File: src/pwsf_pkg.sv
package pwsf_pkg;

    // Operation codes carried by the operation field
    typedef enum logic [1:0] {
        OP_SPECIAL = 2'd0,
        OP_STORE   = 2'd1,
        OP_READ    = 2'd2,
        OP_COLL    = 2'd3
    } t_op;

    // Merge modes, XOR beats OR
    typedef enum logic [1:0] {
        MRG_COPY = 2'd0,
        MRG_OR   = 2'd1,
        MRG_XOR  = 2'd2
    } t_merge;

    // Back end sequencer states
    typedef enum logic [1:0] {
        BK_IDLE  = 2'd0,
        BK_EXEC  = 2'd1,
        BK_SPILL = 2'd2
    } t_bk_state;

    // Configuration register indexes
    localparam logic REG_WRITE_MODE = 1'b0;
    localparam logic REG_EXPAND     = 1'b1;

    // write_mode bit positions
    localparam int MODE_EXPAND_BIT = 3;
    localparam int MODE_OR_BIT     = 4;
    localparam int MODE_XOR_BIT    = 5;
    localparam int MODE_FLIP_BIT   = 6;

    localparam logic [7:0] COLL_SET  = 8'hff;
    localparam logic [7:0] COLL_KEEP = 8'h0f;

    localparam int QUEUE_DEPTH = 2;

    // Classified command passed from front to back
    typedef struct packed {
        t_op         op;
        logic [13:0] addr;
        logic [7:0]  data;   // shifted own-byte data, or raw store data
        logic [7:0]  spill;  // pixels spilled into the neighbor byte
        logic [7:0]  mask;   // own-byte pixels covered by the data
        logic        flip;   // neighbor is address-1 when set
        t_merge      merge;
    } t_cmd;

    // Queue status seen by the back end and the top level
    typedef struct packed {
        logic       empty;
        logic       full;
    } t_q_status;

endpackage

File: src/pwsf_queue.sv
module pwsf_queue (
    input  logic                  i_clk,
    input  logic                  i_rst_n,
    input  logic                  i_push,
    input  pwsf_pkg::t_cmd        i_cmd,
    input  logic                  i_pop,
    output pwsf_pkg::t_cmd        o_cmd,
    output pwsf_pkg::t_q_status   o_status
);

    localparam int QW = $clog2(pwsf_pkg::QUEUE_DEPTH);

    pwsf_pkg::t_cmd r_slot [pwsf_pkg::QUEUE_DEPTH];
    logic [QW-1:0]  r_wr_ptr;
    logic [QW-1:0]  r_rd_ptr;
    logic [QW:0]    r_count;

    assign o_cmd           = r_slot[r_rd_ptr];
    assign o_status.empty  = (r_count == '0);
    assign o_status.full   = (r_count == (QW+1)'(pwsf_pkg::QUEUE_DEPTH));

    // Slot storage
    always_ff @(posedge i_clk) begin
        if (i_push) begin
            r_slot[r_wr_ptr] <= i_cmd;
        end
    end

    // Pointers and fill count
    always_ff @(posedge i_clk) begin
        if (!i_rst_n) begin
            r_wr_ptr <= '0;
            r_rd_ptr <= '0;
            r_count  <= '0;
        end else begin
            if (i_push) begin
                r_wr_ptr <= r_wr_ptr + 1'b1;
            end
            if (i_pop) begin
                r_rd_ptr <= r_rd_ptr + 1'b1;
            end
            if (i_push && !i_pop) begin
                r_count <= r_count + 1'b1;
            end else if (!i_push && i_pop) begin
                r_count <= r_count - 1'b1;
            end
        end
    end

endmodule

File: config.mk
export PLATFORM = sky130hd
export DESIGN_NAME = pwsf_queue
export DESIGN_NICKNAME = d
export VERILOG_FILES = /design/src/pwsf_pkg.sv /design/src/pwsf_queue.sv
export SDC_FILE = /design/constraint.sdc
export NUM_CORES = 1
export LEC_CHECK = 0
export ABC_CLOCK_PERIOD_IN_PS = 3000
export CAP_MARGIN = 40
export CORE_ASPECT_RATIO = 0.7
export CORE_MARGIN = 2
export CORE_UTILIZATION = 44
export CTS_CLUSTER_DIAMETER = 200
export DETAILED_ROUTE_END_ITERATION = 6
export DONT_BUFFER_PORTS = 1
export SYNTH_ARGS = -nofsm -noshare
export SYNTH_HDL_FRONTEND = slang
export SYNTH_SLANG_ARGS = --single-unit
File: constraint.sdc
create_clock -name i_clk -period 3 [get_ports i_clk]
set_clock_uncertainty 0.1 [all_clocks]
set_input_delay 0.45 -clock i_clk [delete_from_list [all_inputs] [get_ports i_clk]]
set_output_delay 0.45 -clock i_clk [all_outputs]
set_load 0.01 [all_outputs]
==> impl_metrics.csv <==
group,metric,value,unit
run_status,outcome,"complete, no violations",
hold_path,hold_depth,0,
clock_network,cts.sinks,91,
sta,setup_viol,0,
setup_path,ff2ff_path_depth,2,
power_and_ir_drop,seqPwrFrac,58.8,%
logic_synthesis,synth_area_leaders,"edfxtp_1, mux2_2, dfxtp_1",
grt,grtUsageTotal,13.00,%
power_and_ir_drop,p_per_area,686.9,mW/mm2
floorplanning,die_w,107.8,um
hold_path,min_path_type,"input port to flop",
logic_synthesis,ys_ff_latch,91,
setup_path,cp_slowest_cell,"dfxtp_2",
power_and_ir_drop,peakVddDrop,0.3587,mV
sta,slew_headroom,56.93,%
logic_synthesis,netlist_instances,156,
logic_synthesis,yosysUniqueCellTypes,17,
finish,fin_area,0.003695,mm2
hold_path,hp-start,"i_cmd[24]",
finish,nNetsFinal,214,
logic_synthesis,synth_edf_count,86,
finish,areaGrowthSynthToFinish,11.27,%
floorplanning,dieHeight,76.69,um
grt,grt_pass1_wl,7838,um
power_and_ir_drop,p_leak,1.213,nW
logic_synthesis,seq_area_frac_synth,80.78,%
logic_synthesis,async_flop_share,0,%
grt,antenna_found_initial,0,
clock_network,cts.clk_slew.worst_paths,0.08,ns
floorplanning,die_area,0.008269,mm2
setup_path,worstSetupPathType,"flop to output port",
floorplanning,design.portCount,92,
flow_run,drv_cap,0,
sta,rsz0062_at_grt,"no",
clock_network,cts_max_level,3,
setup_path,cp_num_buf_inv,1,
finish,utilization,50.48,%
clock_network,clk_path_buf_depth,2,
finish,num_antenna_cells,0,
setup_path,crit_path_end_kind,"output port",
hold_path,min_to,"r_slot[1][24]",
clock_network,postCtsResizedCells,0,
grt,grt_pass1_vias,1507,
power_and_ir_drop,netSwitchingPower,519.0,uW
setup_path,start_kind,"flop",
setup_path,rrSetupSlack,1.43,ns
drt,drtAntennaViolNets,0,
place,place.gp.congestion,0.7148,
logic_synthesis,yosys_warnings,0,
setup_path,crit_arrival,1.74,ns
setup_path,cpPeakStageDelay,0.62,ns
drt,wl,5309,um
drt,drtIter0Drc,31,
logic_synthesis,synth_top_cell_area_share,77.77,%
grt,grt_max_degree,25,
clock_network,holdBufCountCts,0,
setup_path,path_cells,"buf_4 -> mux2_2",
logic_synthesis,syn_avg_cell_area,21.29,um2
sta,tightest_slew,0.6447,ns
setup_path,path_delay_family,"flip-flops",
sta,slew_viol_final,0,
drt,first_pass_iters,4,
clock_network,cts_buffers,9,
clock_network,tritoncts,"built",
sta,timing.fmax,437.0,MHz
floorplanning,row_count,26,
floorplanning,start_util,45.37,%
floorplanning,core,0.007320,mm2
grt,grt_remaining_overflow,0,
sta,finalCritPeriodShare,76.28,%
setup_path,required,2.45,ns
finish,drive_above_1_share,38.01,%
power_and_ir_drop,internal_power,2.019,mW
setup_path,reg2reg_from,"r_wr_ptr",
place,portBuffers,0,
setup_path,cp_max_fo,20,
logic_synthesis,yosys_most_used_dff,"edfxtp_1",
place,place_area,0.003481,mm2
clock_network,clk_latency,0.33,ns
logic_synthesis,yosys.area.top_type,"edfxtp_1",
drt,route.detailed.drc,0,
sta,finalCriticalPeriod,2.288,ns
clock_network,cts_setup_buffers,0,
logic_synthesis,synth_common_cells,"edfxtp_1, mux2_2, dfxtp_1",
logic_synthesis,synth.most_common_cell,"edfxtp_1",
sta,final_hold_viol_count,0,
drt,wl_per_cell,19.74,um
drt,detail_route.vias_per_cell,5.067,
logic_synthesis,netlist_area,0.003321,mm2
sta,fin_hold_ws,0.1029,ns
place,dpl.hpwl,3698,um
power_and_ir_drop,p_total,2.538,mW
drt,route.vias.total,1363,
logic_synthesis,syn_nets,204,
setup_path,rr_endpoint,"r_slot[1][6]",
sta,tns,0,ns
clock_network,cts_root_buf,"clkbuf_8",
power_and_ir_drop,netSwitchingFraction,20.45,%
finish,nFillCells,577,
power_and_ir_drop,power_frac_clock,33.4,%
power_and_ir_drop,combPwrFrac,7.8,%
## how the worst max path moves through the flow
stage           start           end  slack, ns  cells after the start
3_5_place_dp     flop     o_cmd[23]       1.03                      2
3_3_place_gp     flop     o_cmd[23]       1.07                      2
5_1_grt          flop     o_cmd[34]       0.60                      2
4_1_cts          flop     o_cmd[34]       0.65                      2
2_1_floorplan  i_push  r_slot[0][0]       0.05                      1
6_report         flop     o_cmd[34]       0.71                      2
## flip-flops by register name (all words and copies together) (netlist names), named ones only
name      cells
r_count       2
r_rd_ptr      1
r_wr_ptr      1
r_slot       86
## cell usage in the layout (no fill, tap or decap), drive strengths merged
| cell type | instances |
|---|---|
| o21ai | 1 |
| bufinv | 2 |
| edfxtp | 86 |
| clkinv | 3 |
| clkbuf | 9 |
| ha | 1 |
| inv | 3 |
| o21a | 1 |
| xor2 | 2 |
| and2 | 4 |
| mux2 | 43 |
| xnor2 | 1 |
| nor2 | 1 |
| nor2b | 2 |
| or3 | 1 |
| buf | 4 |
| dfxtp | 5 |
| and2b | 1 |
| a21boi | 1 |
## power groups by stage
stage / Sequential, mW / Combinational (mW) / Clock (mW)
2_1_floorplan: 1.51 / 0.172 / 0
3_3_place_gp: 1.52 / 0.191 / 0
3_5_place_dp: 1.52 / 0.201 / 0
4_1_cts: 1.49 / 0.203 / 0.874
5_1_grt: 1.50 / 0.212 / 0.925
6_report: 1.49 / 0.198 / 0.846
## per-stage QoR
| step | instances | setup WS, ns |
|---|---|---|
| 5_1_grt | 269 | 0.5993 |
| 2_1_floorplan | 156 | 0.05187 |
| 4_1_cts | 269 | 0.6528 |
| 3_5_place_dp | 253 | 1.028 |
| 6_report | 269 | 0.7116 |
| 3_3_place_gp | 252 | 1.073 |
## routing by layer
layer,track usage (%),part of all wire (%),up-vias,routed length (um)
met3,9.609,14,8,759
met5,0,0,-,0
met2,22.45,51,69,2715
li1,-,-,621,-
met4,3.974,1.5,0,80
met1,11.85,33,665,1754
## cells by family (layout without fill, tap and decap cells)
kind of cell | Yosys count | in the layout | share of synthesized area, %
DFF | 91 | 91 | 80.78
buffers and inverters | 6 | 21 | 1.168
adders and majority gates | 1 | 1 | 0.3767
muxes | 43 | 43 | 14.58
xor gates and xnor gates | 3 | 3 | 0.7914
AOI/OAI and AO/OA | 3 | 3 | 0.6029
and+or+nand+nor | 9 | 9 | 1.695
## cell type report
cell class                      count  area [um2]  area share [%]
Sequential cell                    91        2684           72.64
Multi-Input combinational cell     59       608.1           16.46
Clock buffer                        9       123.9           3.353
Tap cell                           98       122.6           3.319
Clock inverter                      7       90.09           2.438
Timing Repair Buffer                4       62.56           1.693
Inverter                            1       3.754          0.1016
(Power assumes the default switching activity.)
