**config.mk**
```make
export PLATFORM = sky130hd
export DESIGN_NAME = pwsf_front
export DESIGN_NICKNAME = d
export VERILOG_FILES = /design/src/pwsf_pkg.sv /design/src/pwsf_front.sv
export SDC_FILE = /design/constraint.sdc
export NUM_CORES = 1
export LEC_CHECK = 0
export BUFFER_PORTS_ARGS = -buffer_cell sky130_fd_sc_hd__buf_2
export CORE_ASPECT_RATIO = 0.8
export CORE_MARGIN = 2
export CORE_UTILIZATION = 45
export CTS_BUF_LIST = sky130_fd_sc_hd__clkbuf_16
export DETAILED_ROUTE_END_ITERATION = 12
export PLACE_DENSITY = 0.77
export SLEW_MARGIN = 25
export SYNTH_ARGS = -nofsm -noshare
export SYNTH_HDL_FRONTEND = slang
export SYNTH_SLANG_ARGS = --single-unit
```
**constraint.sdc**
```tcl
create_clock -name i_clk -period 3 [get_ports i_clk]
set_clock_uncertainty 0.1 [all_clocks]
set_input_delay 0.6 -clock i_clk [delete_from_list [all_inputs] [get_ports i_clk]]
set_output_delay 0.6 -clock i_clk [all_outputs]
set_load 0.1 [all_outputs]
```
**src/pwsf_pkg.sv**
```systemverilog
package pwsf_pkg;

    // Operation codes carried by the operation field
    typedef enum logic [1:0] {
        OP_SPECIAL = 2'd0,
        OP_STORE   = 2'd1,
        OP_READ    = 2'd2,
        OP_COLL    = 2'd3
    } t_op;

    // Merge modes, XOR beats OR
    typedef enum logic [1:0] {
        MRG_COPY = 2'd0,
        MRG_OR   = 2'd1,
        MRG_XOR  = 2'd2
    } t_merge;

    // Back end sequencer states
    typedef enum logic [1:0] {
        BK_IDLE  = 2'd0,
        BK_EXEC  = 2'd1,
        BK_SPILL = 2'd2
    } t_bk_state;

    // Configuration register indexes
    localparam logic REG_WRITE_MODE = 1'b0;
    localparam logic REG_EXPAND     = 1'b1;

    // write_mode bit positions
    localparam int MODE_EXPAND_BIT = 3;
    localparam int MODE_OR_BIT     = 4;
    localparam int MODE_XOR_BIT    = 5;
    localparam int MODE_FLIP_BIT   = 6;

    localparam logic [7:0] COLL_SET  = 8'hff;
    localparam logic [7:0] COLL_KEEP = 8'h0f;

    localparam int QUEUE_DEPTH = 2;

    // Classified command passed from front to back
    typedef struct packed {
        t_op         op;
        logic [13:0] addr;
        logic [7:0]  data;   // shifted own-byte data, or raw store data
        logic [7:0]  spill;  // pixels spilled into the neighbor byte
        logic [7:0]  mask;   // own-byte pixels covered by the data
        logic        flip;   // neighbor is address-1 when set
        t_merge      merge;
    } t_cmd;

    // Queue status seen by the back end and the top level
    typedef struct packed {
        logic       empty;
        logic       full;
    } t_q_status;

endpackage

```
**src/pwsf_front.sv**
```systemverilog
module pwsf_front (
    input  logic             i_clk,
    input  logic             i_rst_n,
    input  logic             i_push,
    input  logic [1:0]       i_operation,
    input  logic [13:0]      i_address,
    input  logic [7:0]       i_write_byte,
    input  logic             i_cfg_we,
    input  logic             i_cfg_idx,
    input  logic [7:0]       i_cfg_data,
    output pwsf_pkg::t_cmd   o_cmd
);

    logic [7:0] r_write_mode;
    logic [7:0] r_expand_colours;
    logic       r_low_nibble;

    logic [3:0]  nib;
    logic [7:0]  expanded;
    logic [7:0]  base;
    logic [7:0]  flipped;
    logic [7:0]  pix;
    logic [2:0]  shamt;
    logic [15:0] shifted;
    logic        flip;
    logic        expand;
    pwsf_pkg::t_op op;

    assign op     = pwsf_pkg::t_op'(i_operation);
    assign flip   = r_write_mode[pwsf_pkg::MODE_FLIP_BIT];
    assign expand = r_write_mode[pwsf_pkg::MODE_EXPAND_BIT];
    assign shamt  = {r_write_mode[1:0], 1'b0};

    // Nibble expansion: nibble bit 3 lands in pixel 0
    always_comb begin
        nib = r_low_nibble ? i_write_byte[3:0] : i_write_byte[7:4];
        for (int p = 0; p < 4; p++) begin
            expanded[7-2*p -: 2] = nib[3-p] ? r_expand_colours[3:2] : r_expand_colours[1:0];
        end
        base = expand ? expanded : i_write_byte;
        for (int p = 0; p < 4; p++) begin
            flipped[7-2*p -: 2] = base[2*p +: 2];
        end
        pix = flip ? flipped : base;
    end

    // Shift with spill: right into address+1, left into address-1 when flipped
    always_comb begin
        if (flip) begin
            shifted = {8'h00, pix} << shamt;
        end else begin
            shifted = {pix, 8'h00} >> shamt;
        end
    end

    // Classified command
    always_comb begin
        o_cmd.op   = op;
        o_cmd.addr = i_address;
        o_cmd.flip = flip;
        if (op == pwsf_pkg::OP_SPECIAL) begin
            o_cmd.data  = flip ? shifted[7:0]  : shifted[15:8];
            o_cmd.spill = flip ? shifted[15:8] : shifted[7:0];
            o_cmd.mask  = flip ? (8'hff << shamt) : (8'hff >> shamt);
        end else begin
            o_cmd.data  = i_write_byte;
            o_cmd.spill = 8'h00;
            o_cmd.mask  = 8'hff;
        end
        if (r_write_mode[pwsf_pkg::MODE_XOR_BIT]) begin
            o_cmd.merge = pwsf_pkg::MRG_XOR;
        end else if (r_write_mode[pwsf_pkg::MODE_OR_BIT]) begin
            o_cmd.merge = pwsf_pkg::MRG_OR;
        end else begin
            o_cmd.merge = pwsf_pkg::MRG_COPY;
        end
    end

    // Config registers and nibble toggle
    always_ff @(posedge i_clk) begin
        if (!i_rst_n) begin
            r_write_mode     <= 8'h00;
            r_expand_colours <= 8'h00;
            r_low_nibble     <= 1'b0;
        end else begin
            if (i_cfg_we) begin
                if (i_cfg_idx == pwsf_pkg::REG_WRITE_MODE) begin
                    r_write_mode <= i_cfg_data;
                end else begin
                    r_expand_colours <= i_cfg_data;
                end
            end
            if (i_push && op == pwsf_pkg::OP_SPECIAL && expand) begin
                r_low_nibble <= ~r_low_nibble;
            end
        end
    end

endmodule

```
==> results.cfg <==
[run_status]
status = complete, but fails checks
violations = negative setup slack

[clock_network]
cts_tree = built
ctsHoldBuffers = 0
numCtsBuffers = 3
cts_sinks = 11
clk_path_buf_depth = 2
clk_pin_slew_ns = 0.04
cts_root_buf = clkbuf_16
clk_latency_ns = 0.24
htree_levels = 1

[logic_synthesis]
yosys-top-cells-area = dfxtp_1, mux2i_1, buf_4
yosysSeqAreaShare_pct = 12.3
ys.flop_type = dfxtp_1
yosysTopAreaCellShare_pct = 12.3
synth_largest_area_cell = dfxtp_1
synthArstFlopShare_pct = 0
synth_warnings = 0
synth-edff-count = 0
syn-instance-count = 240
postSynthNetCount = 277
yosys_register_bits = 11
synth_cell_types = 50
avgSynthCellArea_um2 = 7.43
synth.cell_area_mm2 = 0.00178

[global_routing]
grt_pass1_wl_um = 8930
grt_start_max_net_pins = 26
antenna_found_initial = 0
globalRouteTotalUtil_pct = 25.5
grt_overflow_total = 0
grt_pass1_vias = 1838

[setup_path]
crit_type = in2out
reg2regPathDepth = 5
regToRegSetupSlack_ns = 1.71
end_kind = output pin
rr_startpoint = r_write_mode[0]
cp.arrival_ns = 2.37
startpoint_type = primary input
critPathMaxFanout = 3
r2r_end = r_write_mode[0]
crit_required_ns = 2.30

[final_layout]
utilization_pct = 68.4
antenna_cells = 0
syn2layout_area_growth_pct = 45.9
instances_no_fill = 330
layout_common_cells = buf_2, nor2_1, nand2_1
drive_gt1_share_pct = 45.8
layout_commonest_cell = buf_2
fin_nets = 313

[pwr]
p_leak_nw = 0.909
powerDensity_mw_per_mm2 = 333
ir_worst_vdd_mv = 0.341

[sta]
holdWs_ns = 0.419
rsz0062_at_grt = yes
fin_crit_sh_pct = 102
hold_viol = 0
worst_slew_pin_slew_ns = 0.696
worst_slack_ns = -0.0725
fmax_mhz = 325
setup_viol = 3
fin_tns_setup_ns = -0.120
final_max_slew_viol_count = 0
period_needed_ns = 3.07
relSlewSlack_pct = 53.5

[min_path]
hp-start = r_expand_colours[2]
hold-path-endpoint = r_expand_colours[2]
hold_path.class = reg2reg
hold_depth = 2

[routing]
dr.pass1.iters = 4
wl_per_cell_um = 17.1
drt-initial-drc-count = 279
wl_um = 5650
drc = 0
vias = 1987
viasPerCell = 6.02
final_antenna_net_count = 0

[floorplan]
die_w_um = 74.4
rows = 20
core-area_mm2 = 0.00380
die_area_mm2 = 0.00449
die_h_um = 60.3
initial_core_util_pct = 46.9
pin_count = 80

[placement]
post-dp-hpwl_um = 4110
routabilityCongestion = 0.957
io_buffers = 50
place_inst = 324

[run]
cap_violations = 0
## logic make-up after synthesis
logic type | synth area share (%)
flops | 12.3
compound gates | 29.5
xor+xnor | 0.491
mux | 13.7
buf+inv | 19.8
simple gates | 24.1
## per-layer routing
| layer | vias to the layer above | track usage (%) | routed length, µm |
|---|---|---|---|
| met5 | - | 0 | 0 |
| met4 | 0 | 8.42 | 97 |
| met3 | 12 | 4.72 | 461 |
| met2 | 93 | 41.2 | 2810 |
| met1 | 941 | 34.4 | 2280 |
| li1 | 941 | - | - |
## worst max-delay path by stage
| stage | start | end | slack (ns) | cells after the start |
|---|---|---|---|---|
| 2_1_floorplan | r_write_mode[6] | o_cmd[6] | -0.53 | 6 |
| 3_3_place_gp | i_write_byte[1] | o_cmd[14] | -0.03 | 7 |
| 3_5_place_dp | i_write_byte[1] | o_cmd[22] | -0.07 | 7 |
| 4_1_cts | i_write_byte[1] | o_cmd[20] | -0.04 | 7 |
| 5_1_grt | i_write_byte[1] | o_cmd[20] | -0.11 | 7 |
| 6_report | i_write_byte[1] | o_cmd[20] | -0.07 | 7 |
## critical path: stages
cell       delay, ns
buf_6           0.10
mux4_2          0.52
mux2i_4         0.23
a2111oi_4       0.38
a221oi_2        0.10
o221ai_4        0.24
buf_12          0.20
## cell type report
class / instances / area, µm²
multi-input cells: 185 / 1540
clock buffers: 3 / 75.1
repair buffers: 70 / 673
inverters: 5 / 18.8
fillers: 312 / 1200
well taps: 55 / 68.8
clock inverters: 1 / 3.75
flip-flops and latches: 11 / 224
## synthesized netlist by cell type, drive strengths merged, types with 6 or more instances
library cell and number:
buf 26, nand3 7, nand2 22, nor3 8, a211oi 6, dfxtp 11
nor2 20, o21ai 10, a21oi 25, mux2i 20, nor2b 10, clkbuf 13
## sequential cells by signal (all words and copies together), names as in the netlist
name and cells:
r_expand_colours 4, r_low_nibble 1, r_write_mode 6
## power breakdown
part	internal (mW)	switching [mW]	total [mW]
registers	0.153	0.00894	0.162
clock network	0.175	0.0663	0.241
logic	0.163	0.300	0.464
## metrics by stage
stage / setup WS [ns] / cell area, µm² / total power [mW]
6_report: -0.0725 / 2600 / 0.867
5_1_grt: -0.113 / 2600 / 0.903
4_1_cts: -0.0350 / 2480 / 0.841
3_5_place_dp: -0.0691 / 2350 / 0.590
3_3_place_gp: -0.0294 / 2350 / 0.581
2_1_floorplan: -0.532 / 1990 / 0.561
## timing repair
item | 4_1_cts | 5_1_grt
setup buffers | 1 | 1
pin swaps | 2 | 8
endpoints found under the setup margin | 16 | 16
resized for setup | 8 | 24
No activity file was read; power rests on OpenSTA's default activity.
